### config.mk
export PLATFORM = sky130hd
export DESIGN_NAME = endstop_homing_sequencer_core
export DESIGN_NICKNAME = d
export VERILOG_FILES = /design/src/hdl/ehs_pkg.sv /design/src/hdl/ehs_cfg_regs.sv /design/src/hdl/ehs_step.sv /design/src/hdl/endstop_homing_sequencer_core.sv
export SDC_FILE = /design/constraint.sdc
export NUM_CORES = 1
export LEC_CHECK = 0
export ABC_CLOCK_PERIOD_IN_PS = 10900
export BUFFER_PORTS_ARGS = -buffer_cell sky130_fd_sc_hd__buf_2
export CORE_MARGIN = 4
export CORE_UTILIZATION = 25
export CTS_CLUSTER_SIZE = 25
export DETAILED_ROUTE_END_ITERATION = 6
export PLACE_DENSITY = 0.41
export SLEW_MARGIN = 5
export SYNTH_ARGS = -nofsm -noshare
export SYNTH_HDL_FRONTEND = slang
export SYNTH_SLANG_ARGS = --single-unit
### constraint.sdc
create_clock -name clk -period 10.9 [get_ports clk]
set_input_delay 1.09 -clock clk [delete_from_list [all_inputs] [get_ports clk]]
set_output_delay 1.09 -clock clk [all_outputs]
set_load 0.02 [all_outputs]
### src/hdl/ehs_pkg.sv
package ehs_pkg;

  localparam int TIMER_BITS = 16;
  localparam logic [31:0] TIMER_MAX = 32'((64'd1 << TIMER_BITS) - 64'd1);

  localparam int ADDR_BITS = 5;

  localparam logic [2:0] REG_FAST_TORQUE   = 3'd0;
  localparam logic [2:0] REG_SLOW_TORQUE   = 3'd1;
  localparam logic [2:0] REG_SETTLE_TICKS  = 3'd2;
  localparam logic [2:0] REG_BACKOFF_TICKS = 3'd3;
  localparam logic [2:0] REG_CENTER_TICKS  = 3'd4;

  localparam logic [3:0] PH_IDLE         = 4'd0;
  localparam logic [3:0] PH_FAST_SEEK    = 4'd1;
  localparam logic [3:0] PH_SETTLE_1     = 4'd2;
  localparam logic [3:0] PH_BACKOFF      = 4'd3;
  localparam logic [3:0] PH_SETTLE_2     = 4'd4;
  localparam logic [3:0] PH_SLOW_SEEK    = 4'd5;
  localparam logic [3:0] PH_SETTLE_3     = 4'd6;
  localparam logic [3:0] PH_CENTER       = 4'd7;
  localparam logic [3:0] PH_FINAL_SETTLE = 4'd8;

  typedef struct packed {
    logic [14:0] fast_torque;
    logic [14:0] slow_torque;
    logic [15:0] settle_ticks;
    logic [15:0] backoff_ticks;
    logic [15:0] center_ticks;
  } cfg_t;

  typedef struct packed {
    logic [3:0]  phase;
    logic        done_res;
    logic        busy_res;
    logic        zero_encoder;
    logic [15:0] linear_torque;
  } res_t;

  function automatic logic [TIMER_BITS-1:0] eff_ticks(input logic [15:0] r_val);
    logic [31:0] wide;
    wide = 32'(r_val);
    if (wide == 32'd0) begin
      wide = 32'd1;
    end
    if (wide > TIMER_MAX) begin
      wide = TIMER_MAX;
    end
    return wide[TIMER_BITS-1:0];
  endfunction

endpackage

### src/hdl/ehs_cfg_regs.sv
module ehs_cfg_regs (
  input  logic                          clk,
  input  logic                          rst,
  input  logic                          psel,
  input  logic                          penable,
  input  logic                          pwrite,
  input  logic [ehs_pkg::ADDR_BITS-1:0] paddr,
  input  logic [31:0]                   pwdata,
  output logic [31:0]                   prdata,
  output logic                          pready,
  output ehs_pkg::cfg_t                 cfg
);
  import ehs_pkg::*;

  logic       wr_en;
  logic [2:0] reg_idx;

  assign pready  = 1'b1;
  assign wr_en   = psel && penable && pwrite;
  assign reg_idx = paddr[4:2];

  always_ff @(posedge clk) begin
    if (rst) begin
      cfg.fast_torque   <= 15'd256;
      cfg.slow_torque   <= 15'd128;
      cfg.settle_ticks  <= 16'd100;
      cfg.backoff_ticks <= 16'd500;
      cfg.center_ticks  <= 16'd2000;
    end else if (wr_en) begin
      case (reg_idx)
        REG_FAST_TORQUE:   cfg.fast_torque   <= pwdata[14:0];
        REG_SLOW_TORQUE:   cfg.slow_torque   <= pwdata[14:0];
        REG_SETTLE_TICKS:  cfg.settle_ticks  <= pwdata[15:0];
        REG_BACKOFF_TICKS: cfg.backoff_ticks <= pwdata[15:0];
        REG_CENTER_TICKS:  cfg.center_ticks  <= pwdata[15:0];
        default: ;
      endcase
    end
  end

  always_comb begin
    case (reg_idx)
      REG_FAST_TORQUE:   prdata = {17'd0, cfg.fast_torque};
      REG_SLOW_TORQUE:   prdata = {17'd0, cfg.slow_torque};
      REG_SETTLE_TICKS:  prdata = {16'd0, cfg.settle_ticks};
      REG_BACKOFF_TICKS: prdata = {16'd0, cfg.backoff_ticks};
      REG_CENTER_TICKS:  prdata = {16'd0, cfg.center_ticks};
      default:           prdata = 32'd0;
    endcase
  end

endmodule

### src/hdl/ehs_step.sv
module ehs_step (
  input  logic          clk,
  input  logic          rst,
  input  logic          advance,
  input  logic          start_req,
  input  logic          endstop_level,
  input  ehs_pkg::cfg_t cfg,
  output ehs_pkg::res_t res
);
  import ehs_pkg::*;

  logic [3:0]            phase_reg;
  logic [3:0]            phase_reg_next;
  logic [TIMER_BITS-1:0] tick_count;
  logic [TIMER_BITS-1:0] tick_count_next;

  always_comb begin
    logic [3:0]            ph;
    logic [TIMER_BITS-1:0] cnt;
    logic [TIMER_BITS-1:0] dur;
    logic [TIMER_BITS:0]   cnt_inc;
    logic                  timed;
    logic                  pressed;

    pressed = !endstop_level;
    ph      = (phase_reg > PH_FINAL_SETTLE) ? PH_IDLE : phase_reg;
    cnt     = tick_count;
    if (ph == PH_IDLE && start_req) begin
      ph  = PH_FAST_SEEK;
      cnt = '0;
    end
    if (ph == PH_FAST_SEEK && pressed) begin
      ph  = PH_SETTLE_1;
      cnt = '0;
    end
    if (ph == PH_SLOW_SEEK && pressed) begin
      ph  = PH_SETTLE_3;
      cnt = '0;
    end

    res.linear_torque = 16'd0;
    res.zero_encoder  = 1'b0;
    dur               = eff_ticks(cfg.settle_ticks);
    case (ph)
      PH_FAST_SEEK: res.linear_torque = 16'd0 - {1'b0, cfg.fast_torque};
      PH_SLOW_SEEK: res.linear_torque = 16'd0 - {1'b0, cfg.slow_torque};
      PH_BACKOFF: begin
        res.linear_torque = {1'b0, cfg.fast_torque};
        dur               = eff_ticks(cfg.backoff_ticks);
      end
      PH_CENTER: begin
        res.linear_torque = {1'b0, cfg.fast_torque};
        res.zero_encoder  = (cnt == '0);
        dur               = eff_ticks(cfg.center_ticks);
      end
      default: ;
    endcase

    timed   = ph inside {PH_SETTLE_1, PH_BACKOFF, PH_SETTLE_2, PH_SETTLE_3,
                         PH_CENTER, PH_FINAL_SETTLE};
    cnt_inc = {1'b0, cnt} + 1'b1;

    phase_reg_next  = ph;
    tick_count_next = cnt;
    res.done_res    = 1'b0;
    if (timed) begin
      if (cnt_inc >= {1'b0, dur}) begin
        tick_count_next = '0;
        if (ph == PH_FINAL_SETTLE) begin
          phase_reg_next = PH_IDLE;
          res.done_res   = 1'b1;
        end else begin
          phase_reg_next = ph + 4'd1;
        end
      end else begin
        tick_count_next = cnt_inc[TIMER_BITS-1:0];
      end
    end

    res.busy_res = (ph != PH_IDLE);
    res.phase    = ph;
  end

  always_ff @(posedge clk) begin
    if (rst) begin
      phase_reg  <= PH_IDLE;
      tick_count <= '0;
    end else if (advance) begin
      phase_reg  <= phase_reg_next;
      tick_count <= tick_count_next;
    end
  end

endmodule

### src/hdl/endstop_homing_sequencer_core.sv
// Endstop homing sequencer for one linear axis.
// Feed one transaction per millisecond tick on s_axis: start request and raw
// endstop level (low is pressed). Each input transaction yields exactly one
// result transaction on m_axis: Q8.8 torque for the tick, encoder zero pulse,
// busy, done pulse and the phase executed.
// A start while idle runs fast seek, settle, backoff, settle, slow seek,
// settle, centering (zero pulse on its first tick) and a final settle.
// Phase durations and torque magnitudes come from the APB registers, which the
// user must write only while no transaction is in flight; the block does not enforce this.
// An input is captured in the input register and its result in the result
// register, which drives m_axis; back-pressure can hold it in either.
// Throughput: one transaction per cycle while m_axis_tready is high; the
// phase/tick state update sits between the two registers.
// Reset clears the phase to idle, the tick counter and both stage valids, and
// loads the register defaults. When m_axis_tready is low the result holds,
// one more input is held in the input register, then s_axis_tready drops.
module endstop_homing_sequencer_core (
  input  logic                          clk,
  input  logic                          rst,
  input  logic                          s_axis_tvalid,
  output logic                          s_axis_tready,
  input  logic [7:0]                    s_axis_tdata,  // [0] start_req, [1] endstop_level
  output logic                          m_axis_tvalid,
  input  logic                          m_axis_tready,
  // [15:0] linear_torque, [16] zero_encoder, [17] busy_res, [18] done_res, [22:19] phase
  output logic [23:0]                   m_axis_tdata,
  input  logic                          psel,
  input  logic                          penable,
  input  logic                          pwrite,
  input  logic [ehs_pkg::ADDR_BITS-1:0] paddr,
  input  logic [31:0]                   pwdata,
  output logic [31:0]                   prdata,
  output logic                          pready
);
  import ehs_pkg::*;

  cfg_t       cfg;
  res_t       res;
  logic       in_valid;
  logic [1:0] in_data;
  logic       out_valid;
  res_t       out_res;
  logic       advance;

  ehs_cfg_regs u_cfg (
    .clk     (clk),
    .rst     (rst),
    .psel    (psel),
    .penable (penable),
    .pwrite  (pwrite),
    .paddr   (paddr),
    .pwdata  (pwdata),
    .prdata  (prdata),
    .pready  (pready),
    .cfg     (cfg)
  );

  assign advance       = in_valid && (!out_valid || m_axis_tready);
  assign s_axis_tready = !in_valid || advance;

  always_ff @(posedge clk) begin
    if (rst) begin
      in_valid <= 1'b0;
    end else if (s_axis_tready) begin
      in_valid <= s_axis_tvalid;
    end
  end

  always_ff @(posedge clk) begin
    if (s_axis_tready && s_axis_tvalid) begin
      in_data <= s_axis_tdata[1:0];
    end
  end

  ehs_step u_step (
    .clk           (clk),
    .rst           (rst),
    .advance       (advance),
    .start_req     (in_data[0]),
    .endstop_level (in_data[1]),
    .cfg           (cfg),
    .res           (res)
  );

  always_ff @(posedge clk) begin
    if (rst) begin
      out_valid <= 1'b0;
    end else if (advance) begin
      out_valid <= 1'b1;
    end else if (m_axis_tready) begin
      out_valid <= 1'b0;
    end
  end

  always_ff @(posedge clk) begin
    if (advance) begin
      out_res <= res;
    end
  end

  assign m_axis_tvalid = out_valid;
  assign m_axis_tdata  = {1'b0, out_res};

endmodule

==> run metrics, run 1 <==
Max-cap violations=0; Iter 0 DRT Violations=682; height of the chip=179.1 um; WS Path Type=flip-flop to flip-flop; r2r setup slk=4650 ps; post-route core utilization=29.57%; final worst slack=4654 ps; routed wire length=25.89 mm; CP startpoint kind=flip-flop; clk_lat worst skew=430 ps; top cells by count, synth=nand2_1 (200), dfxtp_1 (100), a21oi_1 (77), nor2_1 (59), clkbuf_1 (51); detailed-route wire length per cell=19.22 um; crit-path max FO=16; Worst Hold End=u_cfg.cfg[32]$_SDFFE_PP0P_; ratio of total power to cell area=144.7 nW/um^2; Non-Filler Instances=1347; max FFs per register=78; hold path depth=2; initial antenna violation count=0; # diodes=0; Hold Buf Count CTS=0; violated checks=design-rule violations; largest net degree at the start of global routing=103; Worst-path clk slew=60 ps; Port Buffers=68; DP HPWL=18.48 mm; area of the die=32060 sq um; detailed-route vias per instance=5.162; post-synth top area share=27.36%; Worst EP required=11220 ps; hold crit path type=flip-flop to flip-flop; Synth Warn #=0; top area cells in the synthesized netlist=dfxtp_1 (27%), edfxtp_1 (10%), nand2_1 (10%), a21oi_1 (5.3%), ha_1 (3.9%); Mean Syn Cell Area=7.995 sq um; core area=28780 sq um; clock skew after layout=11.07 ps; Crit Reg-Reg Startpoint=u_step.phase_reg[3]$_SDFFE_PP0P_; layer with the highest usage=met2; DIE WIDTH=179.1 um; Slew HR=24.17%; drt drc=2; Overflow after GRT=0; critical hold path startpoint=u_cfg.cfg[32]$_SDFFE_PP0P_; clk buf depth=2; CTS buffer count=17; Worst Path Arrival=6560 ps; Ports=111; CP Capture Type=flip-flop; met3 usage=2.256%; EDFF count, synth=25; Final Cycle Share=57.30%; Hold Fails Final Rpt=0; Seq/Total Area, Yosys=37.63%; fraction of layout cells with a size suffix above 1=13.81%; post-route ant nets=0; Peak Freq=160.1 MHz; via count=6953; Rows=62; clock share of power=48.4%; 1st-pass router iterations=7; GRT Overall Usage=16.05%; met1 GRT Util=23.38%; Reg-to-Reg End=u_step.phase_reg[3]$_SDFFE_PP0P_; status=complete, but fails checks; area of the mapped netlist=7316 sq um; sequential power share=40.0%; Top FF cell, synth=dfxtp_1; Setup Slack @ Placement=4681 ps; Mapped Cells=915; P&R area growth vs syn=16.33%; Seq cells post-synth=125; switching power=349.8 uW; final setup TNS=0 ps; Comb pwr share=11.7%; setup bufs post-CTS=0; Final Max Slew Viols=0; Worst IR Drop VDD=0.0001126 V; depth of the most critical reg-to-reg path=18; grt met2 use=24.47%; Final Power=1.231 mW; Synth cell types=66; htree depth=4; CTS Sinks=125; most frequent cell after synthesis=nand2_1; first-pass GRT wire length=39.25 mm; Synth area leader=dfxtp_1; Placed Cells incl. Taps=1315; Tmin final=6246 ps; Setup violations, final=0; static leakage=3.114 nW; most flop-heavy register=u_cfg.cfg; RePlAce Congestion=0.8062; sw frac=28.41%; vias in the first global route=6278; Cell Int Power=881.4 uW; nets=1025; Post-synth ARST share=0%; unrepaired setup endpoints after global routing=false; CTS tree=done; post-cts resize count=0; initial cell density of the core=25.42%; Root Buffer=clkbuf_16; Worst Max-Slew Pin Slew=1137 ps
critical path: stages, from the launching register on:
cell and delay [ps]:
dfxtp_1 630, xor2_1 120, a21oi_1 160, nor2_1 50
a211oi_1 560, ha_1 300, nor2b_1 780, buf_4 330
and3_1 530, a221o_1 240, o21ai_0 140, ha_1 340
nand2b_1 60, a21oi_1 170, o41ai_1 110, a211oi_1 660
nor2_1 250, o41a_1 460, o41ai_1 230
area by class of cell:
class                   count  area (sq um)
fillers                  3100         20270
multi-input cells         712          4195
flip-flops and latches    125          2753
well taps                 384         480.5
clock buffers              19         454.2
repair buffers             78         415.4
clock inverters            13         152.6
inverters                  16         60.06
how the worst max path moves through the flow:
stage / start / cells past startpoint / to
4_1_cts: u_step.phase_reg[3]$_SDFFE_PP0P_ / 18 / u_step.phase_reg[3]$_SDFFE_PP0P_
3_5_place_dp: u_step.phase_reg[3]$_SDFFE_PP0P_ / 19 / u_step.tick_count[14]$_SDFFE_PP0P_
2_1_floorplan: u_step.phase_reg[1]$_SDFFE_PP0P_ / 19 / m_axis_tdata[14]$_DFFE_PP_
5_1_grt: u_step.phase_reg[3]$_SDFFE_PP0P_ / 17 / u_step.phase_reg[3]$_SDFFE_PP0P_
6_report: u_step.phase_reg[3]$_SDFFE_PP0P_ / 18 / u_step.phase_reg[3]$_SDFFE_PP0P_
3_3_place_gp: u_step.phase_reg[3]$_SDFFE_PP0P_ / 17 / u_step.tick_count[11]$_SDFFE_PP0P_
power by group through the flow:
stage | registers, mW | logic, mW | clock network [mW]
floorplan | 0.504 | 0.0958 | 0
global placement | 0.502 | 0.143 | 0
detailed placement | 0.502 | 0.143 | 0
CTS | 0.492 | 0.143 | 0.606
global route | 0.493 | 0.157 | 0.624
finish | 0.492 | 0.144 | 0.595
layer usage:
layer	wire length (um)	share of wire, %
met1	12660	49
met5	0	0
met3	1143	4.4
met2	11540	45
met4	548	2.1
stage by stage:
step / hold WS, ps / cell area [sq um]
6_report: 475.8 / 8511
5_1_grt: 520.1 / 8511
4_1_cts: 481.8 / 8511
3_5_place_dp: 473.8 / 7904
3_3_place_gp: 466.6 / 7904
2_1_floorplan: 449.3 / 7376
logic make-up (layout without fill, tap and decap cells):
| logic type | count (synthesis) | in the layout | share of synthesized area [%] |
|---|---|---|---|
| and+or+nand+nor | 391 | 391 | 24.90 |
| buffers and inverters | 94 | 126 | 6.020 |
| muxes | 21 | 21 | 3.335 |
| adders and majority gates | 23 | 23 | 3.934 |
| other | 2 | 18 | 0.1027 |
| DFF | 125 | 125 | 37.63 |
| xor gates and xnor gates | 24 | 24 | 2.976 |
| AOI/OAI and AO/OA | 235 | 235 | 21.11 |
placed cells by master, fill, tap and decap left out, drive strengths merged, types with 19 or more instances in the layout:
| cell type | n |
|---|---|
| edfxtp | 25 |
| clkbuf | 19 |
| nor2 | 60 |
| ha | 23 |
| nand3b | 21 |
| o21ai | 37 |
| nand2 | 201 |
| dfxtp | 100 |
| nor4 | 22 |
| inv | 22 |
| buf | 78 |
| a22oi | 29 |
| a21oi | 78 |
Power figures use the tool's default switching activity.
==> inputs of run 2 (changes only) <==
Settings changed: ABC_CLOCK_PERIOD_IN_PS 10900 to 5350, PLACE_DENSITY 0.41 to 0.43.
Clock period 10.9 ns to 5.35 ns, I/O delays scaled along.
==> run 2 against run 1 <==
The run now ends clean; register-to-register slack got worse by 4200 ps; first-iteration DRC count increased by 0.44%; die area unchanged; core utilization increased by 0.28 points; sequential share of layout area decreased by 0.29 points; worst setup slack got worse by 4200 ps; wire length decreased by 1.5%; final cell count increased by 0.82%; global-route usage about the same; clock-buffer cell count unchanged; critical endpoint is now u_step.tick_count[11]$_SDFFE_PP0P_.
==> run metrics, run 2 (synthesis results as in run 1) <==
Critical Path Source=u_step.phase_reg[1]$_SDFFE_PP0P_; area of the multi-input gates=4217 sq um; Worst EP required=5680 ps; Comb pwr share=12.2%; Slowest-stage cell, CP=a222oi_1; drt drc=0; worst path bufs/invs=3; critical path's top delay family=compound AO/OA/AOI/OAI gates; final setup TNS=0 ps; post-route ant nets=0; Hold Buf Count CTS=0; initial antenna violation count=0; sequential power share=40.8%; detailed-route vias per instance=5.112; Worst IR Drop VDD=0.0002135 V; htree depth=4; Worst path depth=17; hold crit path type=input port to flip-flop; ratio of total power to cell area=286.1 nW/um^2; DP HPWL=18.56 mm; setup bufs post-CTS=0; Peak Freq=204.0 MHz; DIE WIDTH=179.1 um; CP max stage delay=510 ps; post-route core utilization=29.85%; Hold Fails Final Rpt=0; clk_lat worst skew=430 ps; unrepaired setup endpoints after global routing=false; clk buf depth=2; commonest cells after routing, fill and taps aside=nand2_1 (200), dfxtp_1 (99), a21oi_1 (77); initial cell density of the core=25.42%; Cell Int Power=1.754 mW; routed wire length=25.50 mm; 1st-pass router iterations=5; Reg-to-Reg End=u_step.tick_count[11]$_SDFFE_PP0P_; RePlAce Congestion=0.8470; most common library cell in the layout ignoring fill and taps=nand2_1; P&R area growth vs syn=17.44%; depth of the most critical reg-to-reg path=17; CP startpoint kind=flip-flop; Final Max Slew Viols=0; clock skew after layout=10.30 ps; # diodes=0; Slew HR=20.95%; Ports=111; detailed-route wire length per cell=18.78 um; via count=6942; first-pass GRT wire length=39.57 mm; CTS buffer count=17; area of the die=32060 sq um; Max-cap violations=0; largest net degree at the start of global routing=56; core area=28780 sq um; Register Area=2754 sq um; CP endpoint=u_step.tick_count[11]$_SDFFE_PP0P_; Worst Max-Slew Pin Slew=1183 ps; CTS tree=done; GRT Overall Usage=16.08%; height of the chip=179.1 um; clock share of power=47.0%; filler instances=3073; Tmin final=4903 ps; Root Buffer=clkbuf_16; Final Cycle Share=91.64%; crit-path max FO=16; met3 usage=2.973%; static leakage=3.154 nW; r2r setup slk=450 ps; Rows=62; nets=1036; sw frac=28.67%; status=finished, final reports clean; WS Path Type=flip-flop to flip-flop; CP Capture Type=flip-flop; max FFs per register=78; Overflow after GRT=0; Worst-path clk slew=60 ps; CP Cell Sequence=or3_1 > nand3_1 > a32oi_2 > inv_1 > ha_1 > nor2b_1 > buf_4 > and3_1 > a222oi_1 > ha_1 > a22o_1 > o41ai_1 > a211oi_2 > nor2_1 > buf_4 > nand4b_1 > a311oi_1; post-route cell area=8592 sq um; Port Buffers=68; Crit Reg-Reg Startpoint=u_step.phase_reg[1]$_SDFFE_PP0P_; CTS Sinks=125; most flop-heavy register=u_cfg.cfg; grt met2 use=23.98%; met1 GRT Util=23.19%; switching power=704.8 uW; placed inst area=7995 sq um; Worst Path Arrival=5230 ps; Setup violations, final=0; fraction of layout cells with a size suffix above 1=15.09%; layer with the highest usage=met2; vias in the first global route=6400; Iter 0 DRT Violations=685
-- run 2: area by class of cell --
class	instances	area share, %
Multi-Input combinational cell	712	49.08
Clock inverter	13	1.500
Timing Repair Buffer	89	5.796
Clock buffer	19	5.286
Tap cell	384	5.592
Inverter	16	0.6990
Sequential cell	125	32.05
-- run 2: repair_timing --
item / CTS / global route
endpoints found under the setup margin: 0 / 16
hold endpoints to repair: 0 / 0
resized for setup: 0 / 3
-- run 2: how the worst min path moves through the flow --
stage	start	endpoint	slack, ps	cells past startpoint
after CTS	s_axis_tdata[1]	in_data[1]$_DFFE_PP_	280	1
final	s_axis_tdata[1]	in_data[1]$_DFFE_PP_	290	1
after detailed placement	u_cfg.cfg[52]$_SDFFE_PP0P_	u_cfg.cfg[52]$_SDFFE_PP0P_	480	2
after global routing	s_axis_tdata[1]	in_data[1]$_DFFE_PP_	290	1
after global placement	u_cfg.cfg[52]$_SDFFE_PP0P_	u_cfg.cfg[52]$_SDFFE_PP0P_	480	2
after floorplan	u_cfg.cfg[32]$_SDFFE_PP0P_	u_cfg.cfg[32]$_SDFFE_PP0P_	450	2
-- run 2: stage by stage --
| stage | total power, mW | setup WS [ps] | hold WS, ps | instances |
|---|---|---|---|---|
| detailed placement | 1.319 | 206.5 | 481.6 | 1326 |
| floorplan | 1.223 | 775.9 | 449.3 | 931 |
| finish | 2.458 | 447.5 | 292.9 | 1358 |
| global route | 2.561 | 92.33 | 285.7 | 1358 |
| global placement | 1.320 | 243.7 | 477.6 | 1326 |
| CTS | 2.480 | 165.4 | 277.0 | 1358 |
-- run 2: metal layers --
layer,routed length [um],vias up
li1,-,3401
met4,534,0
met5,0,-
met3,1230,24
met1,12310,3313
met2,11430,204
-- run 2: power groups by stage --
stage | registers [mW] | logic, mW | clock network (mW)
2_1_floorplan | 1.03 | 0.195 | 0
3_3_place_gp | 1.02 | 0.297 | 0
3_5_place_dp | 1.02 | 0.296 | 0
4_1_cts | 1.00 | 0.298 | 1.18
5_1_grt | 1.00 | 0.332 | 1.22
6_report | 1.00 | 0.301 | 1.16
